`src/rtl/sfla_pkg.sv`:
```
// sfla_pkg: shared types, codes and the control store for the slot free list allocator
// depends on nothing; imported by sfla_link_ram, sfla_sequencer and slot_free_list_allocator
`timescale 1ns / 1ps

package sfla_pkg;

   localparam int LINK_W    = 6;
   localparam int COUNT_W   = 7;
   localparam int LINK_SPAN = 64;
   localparam int CSR_W     = 32;
   localparam int CSR_AW    = 3;

   typedef logic [LINK_W-1:0]  link_type;
   typedef logic [COUNT_W-1:0] count_type;

   // register index, taken from the word address bit of the csr port
   localparam logic REG_SLOT_COUNT = 1'b0;
   localparam count_type SLOT_COUNT_RESET = 7'd64;

   typedef enum logic [1:0] {
      MODE_ALLOC = 2'd0,
      MODE_FREE  = 2'd1,
      MODE_INIT  = 2'd2,
      MODE_NOP   = 2'd3
   } mode_type;

   typedef enum logic [1:0] {
      ST_OK       = 2'd0,
      ST_EMPTY    = 2'd1,
      ST_BAD_SLOT = 2'd2
   } status_type;

   // control store addresses
   typedef enum logic [3:0] {
      S_IDLE    = 4'd0,
      S_A_CHK   = 4'd1,
      S_A_LINK  = 4'd2,
      S_A_TAIL  = 4'd3,
      S_F_CHK   = 4'd4,
      S_F_TEST  = 4'd5,
      S_F_LINK1 = 4'd6,
      S_F_LINK2 = 4'd7,
      S_F_SOLO  = 4'd8,
      S_I_LOOP  = 4'd9,
      S_I_DONE  = 4'd10,
      S_R_EMPTY = 4'd11,
      S_R_BAD   = 4'd12,
      S_R_OK    = 4'd13
   } step_type;

   typedef enum logic [1:0] {
      COND_NONE      = 2'd0,
      COND_TAIL_ZERO = 2'd1,
      COND_BAD_SLOT  = 2'd2,
      COND_LOOP_MORE = 2'd3
   } cond_type;

   // next link table write select
   typedef enum logic [2:0] {
      NW_NONE      = 3'd0,
      NW_UNLINK    = 3'd1,
      NW_RING_END  = 3'd2,
      NW_SLOT_TAIL = 3'd3,
      NW_P_SLOT    = 3'd4,
      NW_SLOT_SELF = 3'd5,
      NW_INIT      = 3'd6
   } nw_type;

   // prev link table write select
   typedef enum logic [2:0] {
      PW_NONE      = 3'd0,
      PW_UNLINK    = 3'd1,
      PW_SLOT_PREV = 3'd2,
      PW_TAIL_SLOT = 3'd3,
      PW_SLOT_SELF = 3'd4,
      PW_INIT      = 3'd5
   } pw_type;

   typedef enum logic [1:0] {
      TL_HOLD    = 2'd0,
      TL_ADVANCE = 2'd1,
      TL_SLOT    = 2'd2,
      TL_ONE     = 2'd3
   } tail_op_type;

   typedef struct packed {
      cond_type    cond;
      step_type    target;
      nw_type      nw;
      pw_type      pw;
      tail_op_type tail_op;
      logic        cap_links;
      logic        respond;
      status_type  status;
      logic        grant_tail;
   } ctl_word_type;

   typedef struct packed {
      logic tail_zero;
      logic bad_slot;
      logic loop_more;
   } flags_type;

   function automatic ctl_word_type ucode(input step_type step);
      ctl_word_type cw;
      cw = '0;
      cw.cond    = COND_NONE;
      cw.target  = S_IDLE;
      cw.nw      = NW_NONE;
      cw.pw      = PW_NONE;
      cw.tail_op = TL_HOLD;
      cw.status  = ST_OK;
      case (step)
         S_A_CHK: begin
            cw.cond   = COND_TAIL_ZERO;
            cw.target = S_R_EMPTY;
         end
         S_A_LINK: begin
            cw.nw        = NW_UNLINK;
            cw.pw        = PW_UNLINK;
            cw.cap_links = 1'b1;
         end
         S_A_TAIL: begin
            cw.nw         = NW_RING_END;
            cw.tail_op    = TL_ADVANCE;
            cw.respond    = 1'b1;
            cw.grant_tail = 1'b1;
         end
         S_F_CHK: begin
            cw.cond   = COND_BAD_SLOT;
            cw.target = S_R_BAD;
         end
         S_F_TEST: begin
            cw.cond   = COND_TAIL_ZERO;
            cw.target = S_F_SOLO;
         end
         S_F_LINK1: begin
            cw.nw        = NW_SLOT_TAIL;
            cw.pw        = PW_SLOT_PREV;
            cw.cap_links = 1'b1;
         end
         S_F_LINK2: begin
            cw.nw      = NW_P_SLOT;
            cw.pw      = PW_TAIL_SLOT;
            cw.respond = 1'b1;
         end
         S_F_SOLO: begin
            cw.nw      = NW_SLOT_SELF;
            cw.pw      = PW_SLOT_SELF;
            cw.tail_op = TL_SLOT;
            cw.respond = 1'b1;
         end
         S_I_LOOP: begin
            cw.nw     = NW_INIT;
            cw.pw     = PW_INIT;
            cw.cond   = COND_LOOP_MORE;
            cw.target = S_I_LOOP;
         end
         S_I_DONE: begin
            cw.tail_op = TL_ONE;
            cw.respond = 1'b1;
         end
         S_R_EMPTY: begin
            cw.respond = 1'b1;
            cw.status  = ST_EMPTY;
         end
         S_R_BAD: begin
            cw.respond = 1'b1;
            cw.status  = ST_BAD_SLOT;
         end
         S_R_OK: begin
            cw.respond = 1'b1;
         end
         default: begin
            cw.cond = COND_NONE;
         end
      endcase
      return cw;
   endfunction

   function automatic step_type entry_step(input mode_type mode);
      step_type s;
      case (mode)
         MODE_ALLOC: s = S_A_CHK;
         MODE_FREE:  s = S_F_CHK;
         MODE_INIT:  s = S_I_LOOP;
         default:    s = S_R_OK;
      endcase
      return s;
   endfunction

endpackage

```
`src/rtl/sfla_link_ram.sv`:
```
// sfla_link_ram: one link table, one write port and one registered read port
// depends on sfla_pkg for the link type
`timescale 1ns / 1ps

module sfla_link_ram
   import sfla_pkg::*;
#(
   parameter int DEPTH = 64,
   parameter int AW    = 6
) (
   input  logic          clock,
   input  logic          wr_en,
   input  logic [AW-1:0] wr_addr,
   input  link_type      wr_data,
   input  logic [AW-1:0] rd_addr,
   output link_type      rd_data
);

   link_type mem_ff [DEPTH];
   link_type rd_data_ff;

   always_ff @(posedge clock) begin
      if (wr_en) begin
         mem_ff[wr_addr] <= wr_data;
      end
   end

   // read returns the old entry when written in the same cycle
   always_ff @(posedge clock) begin
      rd_data_ff <= mem_ff[rd_addr];
   end

   assign rd_data = rd_data_ff;

endmodule

```
`src/rtl/sfla_sequencer.sv`:
```
// sfla_sequencer: step counter, control store lookup and conditional jumps
// depends on sfla_pkg for the control word, step codes and the control store
`timescale 1ns / 1ps

module sfla_sequencer
   import sfla_pkg::*;
(
   input  logic         clock,
   input  logic         reset,
   input  logic         accept,
   input  mode_type     mode,
   input  flags_type    flags,
   input  logic         go,
   output ctl_word_type cw,
   output logic         idle
);

   step_type upc_ff;
   step_type upc_in;
   logic     taken;

   always_ff @(posedge clock) begin
      if (reset) begin
         upc_ff <= S_IDLE;
      end else begin
         upc_ff <= upc_in;
      end
   end

   always_comb begin
      cw = ucode(upc_ff);
      case (cw.cond)
         COND_TAIL_ZERO: taken = flags.tail_zero;
         COND_BAD_SLOT:  taken = flags.bad_slot;
         COND_LOOP_MORE: taken = flags.loop_more;
         default:        taken = 1'b0;
      endcase
      upc_in = upc_ff;
      if (upc_ff == S_IDLE) begin
         if (accept) begin
            upc_in = entry_step(mode);
         end
      end else if (go) begin
         if (cw.respond) begin
            upc_in = S_IDLE;
         end else if (taken) begin
            upc_in = cw.target;
         end else begin
            upc_in = step_type'(upc_ff + 4'd1);
         end
      end
   end

   assign idle = (upc_ff == S_IDLE);

endmodule

```
`src/rtl/slot_free_list_allocator.sv`:
```
// slot free list allocator: ring of free slots kept in next and prev link tables plus a tail.
// a microcoded step sequence handles one request at a time; the step counter runs one control
// word per cycle unless a response step waits on a full output register. allocate: check,
// link, tail, or check, empty response. free: check, test, link1, link2, or check, test, solo
// for an empty list, or check, bad response for an invalid slot. initialize: loop over slots
// 1 to count-1, then done. unused mode: ok response. requests are taken only while the
// sequencer is idle; registered table reads and one write port per table set the pace.
// reset: tail cleared (list empty), slot count 64; link tables hold no reset value.
`timescale 1ns / 1ps

module slot_free_list_allocator
   import sfla_pkg::*;
#(
   parameter int MAX_SLOTS = 64
) (
   input  logic              clock,
   input  logic              reset,
   // request
   input  logic              req_tvalid,
   output logic              req_tready,
   input  logic [7:0]        req_tdata,   // [5:0] slot_to_free, [7:6] zero
   input  logic [1:0]        req_tuser,   // [1:0] mode
   // response
   output logic              rsp_tvalid,
   input  logic              rsp_tready,
   output logic [7:0]        rsp_tdata,   // [5:0] granted_slot, [7:6] zero
   output logic [1:0]        rsp_tuser,   // [1:0] status
   // csr
   input  logic              csr_psel,
   input  logic              csr_penable,
   input  logic              csr_pwrite,
   input  logic [CSR_AW-1:0] csr_paddr,
   input  logic [CSR_W-1:0]  csr_pwdata,
   output logic [CSR_W-1:0]  csr_prdata,
   output logic              csr_pready
);

   localparam int AW  = (MAX_SLOTS > 1) ? $clog2(MAX_SLOTS) : 1;
   localparam int LIM = (MAX_SLOTS < LINK_SPAN) ? MAX_SLOTS : LINK_SPAN;

   ctl_word_type cw;
   flags_type    flags;
   logic         seq_idle;
   logic         req_accept;
   logic         go;

   count_type    slot_count_ff;
   count_type    live_cnt;
   link_type     c_m1;

   link_type     tail_ff;
   link_type     tail_in;
   link_type     slot_ff;
   link_type     n_ff;
   link_type     p_ff;
   link_type     i_ff;

   link_type     next_q;
   link_type     prev_q;
   logic [AW-1:0] rd_addr;

   logic          nw_en;
   logic [AW-1:0] nw_addr;
   link_type      nw_data;
   logic          pw_en;
   logic [AW-1:0] pw_addr;
   link_type      pw_data;

   logic          rsp_tvalid_ff;
   link_type      rsp_grant_ff;
   status_type    rsp_status_ff;

   // link values outside the table fall back to slot zero
   function automatic logic [AW-1:0] ix(input link_type v);
      logic [AW-1:0] r;
      r = '0;
      if (32'(v) < MAX_SLOTS) begin
         r = AW'(32'(v));
      end
      return r;
   endfunction

   // ---------------- csr ----------------
   assign csr_pready = 1'b1;
   assign csr_prdata = (csr_paddr[2] == REG_SLOT_COUNT) ? CSR_W'(slot_count_ff) : '0;

   always_ff @(posedge clock) begin
      if (reset) begin
         slot_count_ff <= SLOT_COUNT_RESET;
      end else if (csr_psel && csr_penable && csr_pwrite && csr_pready
                   && csr_paddr[2] == REG_SLOT_COUNT) begin
         slot_count_ff <= csr_pwdata[COUNT_W-1:0];
      end
   end

   always_comb begin
      if (slot_count_ff < 7'd2) begin
         live_cnt = 7'd2;
      end else if (32'(slot_count_ff) > LIM) begin
         live_cnt = COUNT_W'(LIM);
      end else begin
         live_cnt = slot_count_ff;
      end
      c_m1 = LINK_W'(live_cnt - 7'd1);
   end

   // ---------------- sequencer ----------------
   assign req_tready = seq_idle;
   assign req_accept = req_tvalid && req_tready;

   // a response step waits while the output register is still full and the receiver is not ready
   assign go = !(cw.respond && rsp_tvalid_ff && !rsp_tready);

   assign flags.tail_zero = (tail_ff == '0);
   assign flags.bad_slot  = (slot_ff == '0) || ({1'b0, slot_ff} >= live_cnt);
   assign flags.loop_more = (i_ff != c_m1);

   sfla_sequencer u_seq (
      .clock  (clock),
      .reset  (reset),
      .accept (req_accept),
      .mode   (mode_type'(req_tuser)),
      .flags  (flags),
      .go     (go),
      .cw     (cw),
      .idle   (seq_idle)
   );

   // ---------------- link tables ----------------
   // both tables are only ever read at the tail
   assign rd_addr = ix(tail_ff);

   always_comb begin
      nw_en   = 1'b1;
      nw_addr = '0;
      nw_data = '0;
      case (cw.nw)
         NW_UNLINK: begin
            nw_addr = ix(prev_q);
            nw_data = next_q;
         end
         NW_RING_END: begin
            nw_en   = (n_ff == tail_ff);
            nw_addr = ix(tail_ff);
         end
         NW_SLOT_TAIL: begin
            nw_addr = ix(slot_ff);
            nw_data = tail_ff;
         end
         NW_P_SLOT: begin
            nw_addr = ix(p_ff);
            nw_data = slot_ff;
         end
         NW_SLOT_SELF: begin
            nw_addr = ix(slot_ff);
            nw_data = slot_ff;
         end
         NW_INIT: begin
            nw_addr = ix(i_ff);
            nw_data = (i_ff == c_m1) ? 6'd1 : i_ff + 6'd1;
         end
         default: begin
            nw_en = 1'b0;
         end
      endcase
      nw_en = nw_en && go;
   end

   always_comb begin
      pw_en   = 1'b1;
      pw_addr = '0;
      pw_data = '0;
      case (cw.pw)
         PW_UNLINK: begin
            pw_addr = ix(next_q);
            pw_data = prev_q;
         end
         PW_SLOT_PREV: begin
            pw_addr = ix(slot_ff);
            pw_data = prev_q;
         end
         PW_TAIL_SLOT: begin
            pw_addr = ix(tail_ff);
            pw_data = slot_ff;
         end
         PW_SLOT_SELF: begin
            pw_addr = ix(slot_ff);
            pw_data = slot_ff;
         end
         PW_INIT: begin
            pw_addr = ix(i_ff);
            pw_data = (i_ff == 6'd1) ? c_m1 : i_ff - 6'd1;
         end
         default: begin
            pw_en = 1'b0;
         end
      endcase
      pw_en = pw_en && go;
   end

   sfla_link_ram #(.DEPTH(MAX_SLOTS), .AW(AW)) u_next (
      .clock   (clock),
      .wr_en   (nw_en),
      .wr_addr (nw_addr),
      .wr_data (nw_data),
      .rd_addr (rd_addr),
      .rd_data (next_q)
   );

   sfla_link_ram #(.DEPTH(MAX_SLOTS), .AW(AW)) u_prev (
      .clock   (clock),
      .wr_en   (pw_en),
      .wr_addr (pw_addr),
      .wr_data (pw_data),
      .rd_addr (rd_addr),
      .rd_data (prev_q)
   );

   // ---------------- datapath registers ----------------
   always_comb begin
      case (cw.tail_op)
         TL_ADVANCE: tail_in = (n_ff == tail_ff) ? '0 : n_ff;
         TL_SLOT:    tail_in = slot_ff;
         TL_ONE:     tail_in = 6'd1;
         default:    tail_in = tail_ff;
      endcase
   end

   always_ff @(posedge clock) begin
      if (reset) begin
         tail_ff <= '0;
      end else if (go) begin
         tail_ff <= tail_in;
      end
   end

   always_ff @(posedge clock) begin
      if (req_accept) begin
         slot_ff <= req_tdata[LINK_W-1:0];
      end
      if (req_accept) begin
         i_ff <= 6'd1;
      end else if (go && cw.nw == NW_INIT) begin
         i_ff <= i_ff + 6'd1;
      end
      if (go && cw.cap_links) begin
         n_ff <= next_q;
         p_ff <= prev_q;
      end
   end

   // ---------------- response register ----------------
   always_ff @(posedge clock) begin
      if (reset) begin
         rsp_tvalid_ff <= 1'b0;
      end else if (go && cw.respond) begin
         rsp_tvalid_ff <= 1'b1;
      end else if (rsp_tready) begin
         rsp_tvalid_ff <= 1'b0;
      end
   end

   always_ff @(posedge clock) begin
      if (go && cw.respond) begin
         rsp_grant_ff  <= cw.grant_tail ? tail_ff : '0;
         rsp_status_ff <= cw.status;
      end
   end

   assign rsp_tvalid = rsp_tvalid_ff;
   assign rsp_tdata  = {2'b00, rsp_grant_ff};
   assign rsp_tuser  = rsp_status_ff;

   // ---------------- assertions ----------------
   a_resp_returns_idle: assert property (@(posedge clock) disable iff (reset)
      (cw.respond && go) |=> seq_idle)
      else $error("sequencer did not return to idle after a response");

   a_no_write_when_idle: assert property (@(posedge clock) disable iff (reset)
      seq_idle |-> (!nw_en && !pw_en))
      else $error("link table written while idle");

   a_init_index_range: assert property (@(posedge clock) disable iff (reset)
      (cw.nw == NW_INIT) |-> (i_ff != '0 && i_ff <= c_m1))
      else $error("ring init index out of range");

   a_empty_no_grant: assert property (@(posedge clock) disable iff (reset)
      (go && cw.respond && cw.status == ST_EMPTY) |=> (rsp_grant_ff == '0))
      else $error("empty response carries a slot");

endmodule
```
`config.mk`:
```
export PLATFORM = sky130hd
export DESIGN_NAME = slot_free_list_allocator
export DESIGN_NICKNAME = d
export VERILOG_FILES = /design/src/rtl/sfla_pkg.sv /design/src/rtl/sfla_link_ram.sv /design/src/rtl/sfla_sequencer.sv /design/src/rtl/slot_free_list_allocator.sv
export SDC_FILE = /design/constraint.sdc
export NUM_CORES = 1
export LEC_CHECK = 0
export BUFFER_PORTS_ARGS = -buffer_cell sky130_fd_sc_hd__buf_2
export CAP_MARGIN = 10
export CORE_UTILIZATION = 30
export CTS_CLUSTER_SIZE = 25
export DETAILED_ROUTE_END_ITERATION = 10
export PLACE_DENSITY = 0.52
export SLEW_MARGIN = 10
export SYNTH_ARGS = -nofsm -noshare
export SYNTH_HDL_FRONTEND = slang
export SYNTH_HIERARCHICAL = 1
export SYNTH_SLANG_ARGS = --single-unit
```
`constraint.sdc`:
```
create_clock -name clock -period 5.8 [get_ports clock]
set_input_delay 0 -clock clock [delete_from_list [all_inputs] [get_ports clock]]
set_output_delay 0 -clock clock [all_outputs]
set_load 0.005 [all_outputs]
```
==> results.yml, run 1 <==
cts:
  cts.sinks: 830
  clk_latency_ns: 0.63
  tritoncts: "done"
  htreeDepth: 3
  clkTransAtPathRegs_ns: 0.06
  cts-resized-gates: 0
  cts_root_buf: "clkbuf_16"
  cts.path.max_buffers: 3
  cts_made_buffers: 81
sta:
  setup_viol: 0
  hold_viol: 0
  max_freq_mhz: 195
  fin_setup_tns_ns: 0
  finalMaxSlewViolations: 0
  clock_skew_ns: 0.0149
  rsz0062_at_grt: "false"
  slew_headroom: 0.162
  tightest_slew_ns: 1.26
  timing.final.crit_period_ns: 5.12
  finalCritPeriodShare: 0.882
route:
  drtIter0Drc: 1321
  routedWlPerCell_um: 22.5
  drtPass1Iterations: 8
  drtAntennaViolNets: 0
  drc_errors: 0
  vias: 18000
  drt_wl_total_um: 80700
  vias_per_cell: 5.02
worst_hold_path:
  hp-class: "in -> reg"
floorplan:
  dieArea_um2: 117000
  initial_utilization: 0.302
  placeableCoreArea_um2: 114000
  num_rows: 124
  fp.dieH_um: 342
  io_pins: 97
  die_x_um: 342
status:
  status: "finished clean"
setup_path:
  cp_data_required_time_ns: 6.31
  arrival_ns: 5.63
  crit_type: "reg -> reg"
  crit_path_end_kind: "flop"
  worstPathMaxFanout: 8
  startpoint_type: "flop"
  crit_buf_inv: 2
  max_stage_delay_ns: 0.78
  crit_chain: "or4_1 -> o21ai_0 -> ha_1 -> or4b_2 -> o211ai_1 -> xor2_1 -> nor4_4 -> inv_2 -> o31ai_2 -> mux2i_1 -> a211oi_1 -> dlygate4sd3_1"
  crit_slowest_cell: "nor4_4"
  crit_family: "simple AND/OR/NAND/NOR gates"
cells_and_area:
  layout_commonest_cell: "edfxtp_1"
  antenna_cells: 0
  fillers: 10700
  final_layout_size_suffix_gt1_frac: 0.213
  design_area_um2: 39300
  mostFrequentLayoutCells: "edfxtp_1, nor2_1, mux4_2"
  nets: 2081
  syn_to_final_growth_pct: 13.8
  fin_util: 0.344
placed_design:
  dpl.hpwl_um: 48700
  gp_congestion: 0.834
  post_dp_cell_area_um2: 36400
  io_buffers: 39
global_routing:
  grt_pass1_wl_um: 121000
  overflow: 0
  grt_max_degree: 103
  grt_pass1_vias: 18400
  antenna_found_initial: 0
  track_usage: 0.138
power:
  power_leakage_nw: 12.1
  power.density_nw_per_um2: 473
  vdd_ir_drop_max_v: 0.000327
synthesis:
  syn-cell-area_um2: 34600
  avgSynthCellArea_um2: 17.9
  synthCells: 1937
  ys_warn_count: 6
run:
  cap_viol_max_count: 0
==> power breakdown <==
part	switching (W)	internal (W)	leakage, nW
registers	0.000367	0.00771	7.61
clock network	0.00225	0.00295	1.30
logic	0.00343	0.00190	3.23
==> worst register-to-register path: cells and delay by family, from the launching register on <==
family / cells / cell delay (ns)
AOI/OAI and AO/OA: 4 / 1.13
muxes: 1 / 0.26
adders and majority gates: 1 / 0.36
and+or+nand+nor: 3 / 2.00
buffers and inverters: 2 / 0.71
xor gates and xnor gates: 1 / 0.13
DFF: 1 / 0.40
==> worst paths after layout <==
| path | from | endpoint | slack (ns) | cells past startpoint |
|---|---|---|---|---|
| worst max-delay path | slot_count_ff[5] | u_seq/upc_ff[2] | 0.68 | 12 |
| worst min-delay path | req_tdata[3] | slot_ff[3] | 0.10 | 2 |
| worst max register to register | slot_count_ff[5] | u_seq/upc_ff[2] | 0.68 | 12 |
| worst min register to register | u_prev/rd_data[5] | p_ff[5] | 0.48 | 0 |
==> state kept, by name (all words and copies together), names as in the netlist <==
name / count
u_next/mem_ff: 384
u_prev/mem_ff: 384
slot_count_ff: 7
i_ff: 6
n_ff: 6
p_ff: 6
rd_addr: 6
rsp_grant_ff: 6
slot_ff: 6
u_next/rd_data: 6
u_prev/rd_data: 6
u_seq/upc_ff: 4
rsp_tuser: 2
rsp_tvalid: 1
==> stage by stage <==
step,instances,total power (W),setup WS (ns),hold WS [ns]
floorplan,1963,0.0117,-0.228,0.0269
global placement,3414,0.0134,0.940,0.180
detailed placement,3414,0.0135,0.874,0.182
CTS,3594,0.0188,0.728,0.0513
global route,3596,0.0194,0.372,0.0860
finish,3596,0.0186,0.682,0.103
==> area by class of cell <==
| cell class | count | area, um^2 | area share |
|---|---|---|---|
| timing repair buffer | 113 | 866 | 0.0220 |
| clock buffer | 98 | 2200 | 0.0560 |
| multi-input combinational | 968 | 9280 | 0.236 |
| clock inverter | 54 | 439 | 0.0112 |
| tap | 1512 | 1890 | 0.0481 |
| inverter | 21 | 78.8 | 0.00200 |
| sequential | 830 | 24600 | 0.625 |
==> repair_timing <==
action                    in CTS  in global routing
hold buffers                  28                  0
buffers inserted               0                  0
hold endpoints to repair      28                  0
==> routing by layer <==
| layer | vias up | share of wire | routed length [um] | GRT usage |
|---|---|---|---|---|
| li1 | 7948 | - | - | - |
| met1 | 9461 | 0.44 | 35500 | 0.189 |
| met2 | 518 | 0.49 | 39600 | 0.228 |
| met5 | - | 0 | 0 | 0 |
| met4 | 0 | 0.021 | 1680 | 0.0368 |
| met3 | 119 | 0.049 | 3940 | 0.0206 |
No activity file was read; power rests on OpenSTA's default activity.
==> run 2, diff against run 1 <==
--- a/config.mk
+++ b/config.mk
@@ -5,6 +5,7 @@
 export SDC_FILE = /design/constraint.sdc
 export NUM_CORES = 1
 export LEC_CHECK = 0
+export ABC_AREA = 1
 export BUFFER_PORTS_ARGS = -buffer_cell sky130_fd_sc_hd__buf_2
 export CAP_MARGIN = 10
 export CORE_UTILIZATION = 30
==> run 2 against run 1 <==
Net effect: synthesized cell count rose by 71%; non-clock buffer count rose by 7; highest routed layer unchanged; critical endpoint is now u_next/mem_ff[29][5]; critical path type unchanged; flip-flop and latch count unchanged.
==> results.yml, run 2 <==
route:
  vias_per_cell: 4.86
  drtIter0Drc: 1959
  drtAntennaViolNets: 0
  drt_wl_total_um: 93400
  vias: 24000
  drc_errors: 0
  routedWlPerCell_um: 18.9
  drtPass1Iterations: 5
sta:
  rsz0062_at_grt: "false"
  fin_setup_tns_ns: 0
  tightest_slew_ns: 1.14
  setup_viol: 0
  finalCritPeriodShare: 0.828
  slew_headroom: 0.240
  setup_slack_ns: 0.995
  timing.final.crit_period_ns: 4.80
  clock_skew_ns: 0.0194
  hold_viol: 0
  finalMaxSlewViolations: 0
  max_freq_mhz: 208
placed_design:
  pre_cts_ws_ns: 1.09
  dp.cells: 4756
  dpl.hpwl_um: 54100
  gp_congestion: 0.844
  io_buffers: 39
cells_and_area:
  mostFrequentLayoutCells: "nand2_1, edfxtp_1, nand3_1"
  final_layout_size_suffix_gt1_frac: 0.0715
  fin_util: 0.341
  syn_to_final_growth_pct: 12.5
  nets: 3398
  fin_cells: 4935
  reg_top3: "u_next/mem_ff x384, u_prev/mem_ff x384, slot_count_ff x7"
  layout_commonest_cell: "nand2_1"
  antenna_cells: 0
worst_hold_path:
  hp-class: "in -> reg"
global_routing:
  grt_pass1_vias: 22900
  track_usage: 0.153
  grt_max_degree: 147
  grt_pass1_wl_um: 142000
  overflow: 0
  antenna_found_initial: 0
synthesis:
  ys_warn_count: 6
  synthCells: 3307
  avgSynthCellArea_um2: 10.8
  syn-cell-area_um2: 35700
setup_path:
  worstPathMaxFanout: 9
  max_stage_delay_ns: 0.74
  arrival_ns: 5.07
  crit_slowest_cell: "nor2_1"
  cp_data_required_time_ns: 6.07
  crit_chain: "ha_1 -> nand2_1 -> nor2_1 -> inv_1 -> nand3_1 -> nor2_1 -> inv_1 -> o21ai_0 -> a22oi_1 -> o2111ai_1 -> inv_1 -> nand4_1 -> nor2_1"
  crit_path_end_kind: "flop"
  crit_type: "reg -> reg"
  startpoint_type: "flop"
floorplan:
  num_rows: 126
  io_pins: 97
  initial_utilization: 0.303
  die_x_um: 347
  placeableCoreArea_um2: 118000
  dieArea_um2: 121000
  fp.dieH_um: 347
cts:
  cts.path.max_buffers: 3
  cts_made_buffers: 83
  tritoncts: "done"
  clkTransAtPathRegs_ns: 0.06
  cts-resized-gates: 0
  htreeDepth: 3
  clk_latency_ns: 0.65
  cts_root_buf: "clkbuf_16"
  cts.sinks: 830
run:
  cap_viol_max_count: 0
status:
  status: "finished clean"
power:
  power.density_nw_per_um2: 534
  vdd_ir_drop_max_v: 0.000415
  power_leakage_nw: 14.5
-- run 2: final cells by class --
cell class,instances,area (um^2)
Inverter,106,408
Multi-Input combinational cell,2191,9780
Timing Repair Buffer,120,896
Clock buffer,104,2190
Fill cell,11900,77800
Tap cell,1536,1920
Clock inverter,48,462
Sequential cell,830,24600
-- run 2: repair_timing --
item | in CTS | in global routing
setup buffers | 0 | 0
hold endpoints to repair | 27 | 0
hold buffers | 27 | 0
-- run 2: worst max-delay path: cells and delay by family (launching register included) --
kind / cells / cell delay [ns]
and+or+nand+nor: 6 / 2.19
AOI/OAI and AO/OA: 3 / 0.91
buffers and inverters: 3 / 0.63
DFF: 1 / 0.43
adders and majority gates: 1 / 0.26
-- run 2: per-stage QoR --
| step | cell area, um^2 | total power, W | hold WS (ns) |
|---|---|---|---|
| 2_1_floorplan | 35800 | 0.0134 | 0.0691 |
| 3_3_place_gp | 37300 | 0.0163 | 0.178 |
| 3_5_place_dp | 37300 | 0.0163 | 0.181 |
| 4_1_cts | 40200 | 0.0217 | 0.0424 |
| 5_1_grt | 40200 | 0.0227 | 0.0514 |
| 6_report | 40200 | 0.0215 | 0.0782 |
-- run 2: power breakdown --
part	internal [W]	total [W]	switching [W]	leakage, nW
combinational	0.00175	0.00773	0.00598	5.66
sequential	0.00806	0.00843	0.000377	7.61
clock	0.00304	0.00532	0.00228	1.28
total	0.0128	0.0215	0.00864	14.5
-- run 2: metal layers --
| metal | up-vias | wire, um | GRT usage |
|---|---|---|---|
| met4 | 0 | 2030 | 0.0395 |
| li1 | 11500 | - | - |
| met5 | - | 0 | 0 |
| met2 | 642 | 44000 | 0.249 |
| met1 | 11600 | 42700 | 0.214 |
| met3 | 151 | 4700 | 0.0198 |
-- run 2: final timing paths --
kind	end	slack, ns	cells after the start	from
worst min-delay path	slot_ff[4]	0.08	2	req_tdata[4]
worst max register to register	u_next/mem_ff[29][5]	1.0	13	u_seq/upc_ff[0]
worst min register to register	rsp_tvalid	0.50	2	rsp_tvalid
worst max-delay path	u_next/mem_ff[29][5]	1.0	13	u_seq/upc_ff[0]
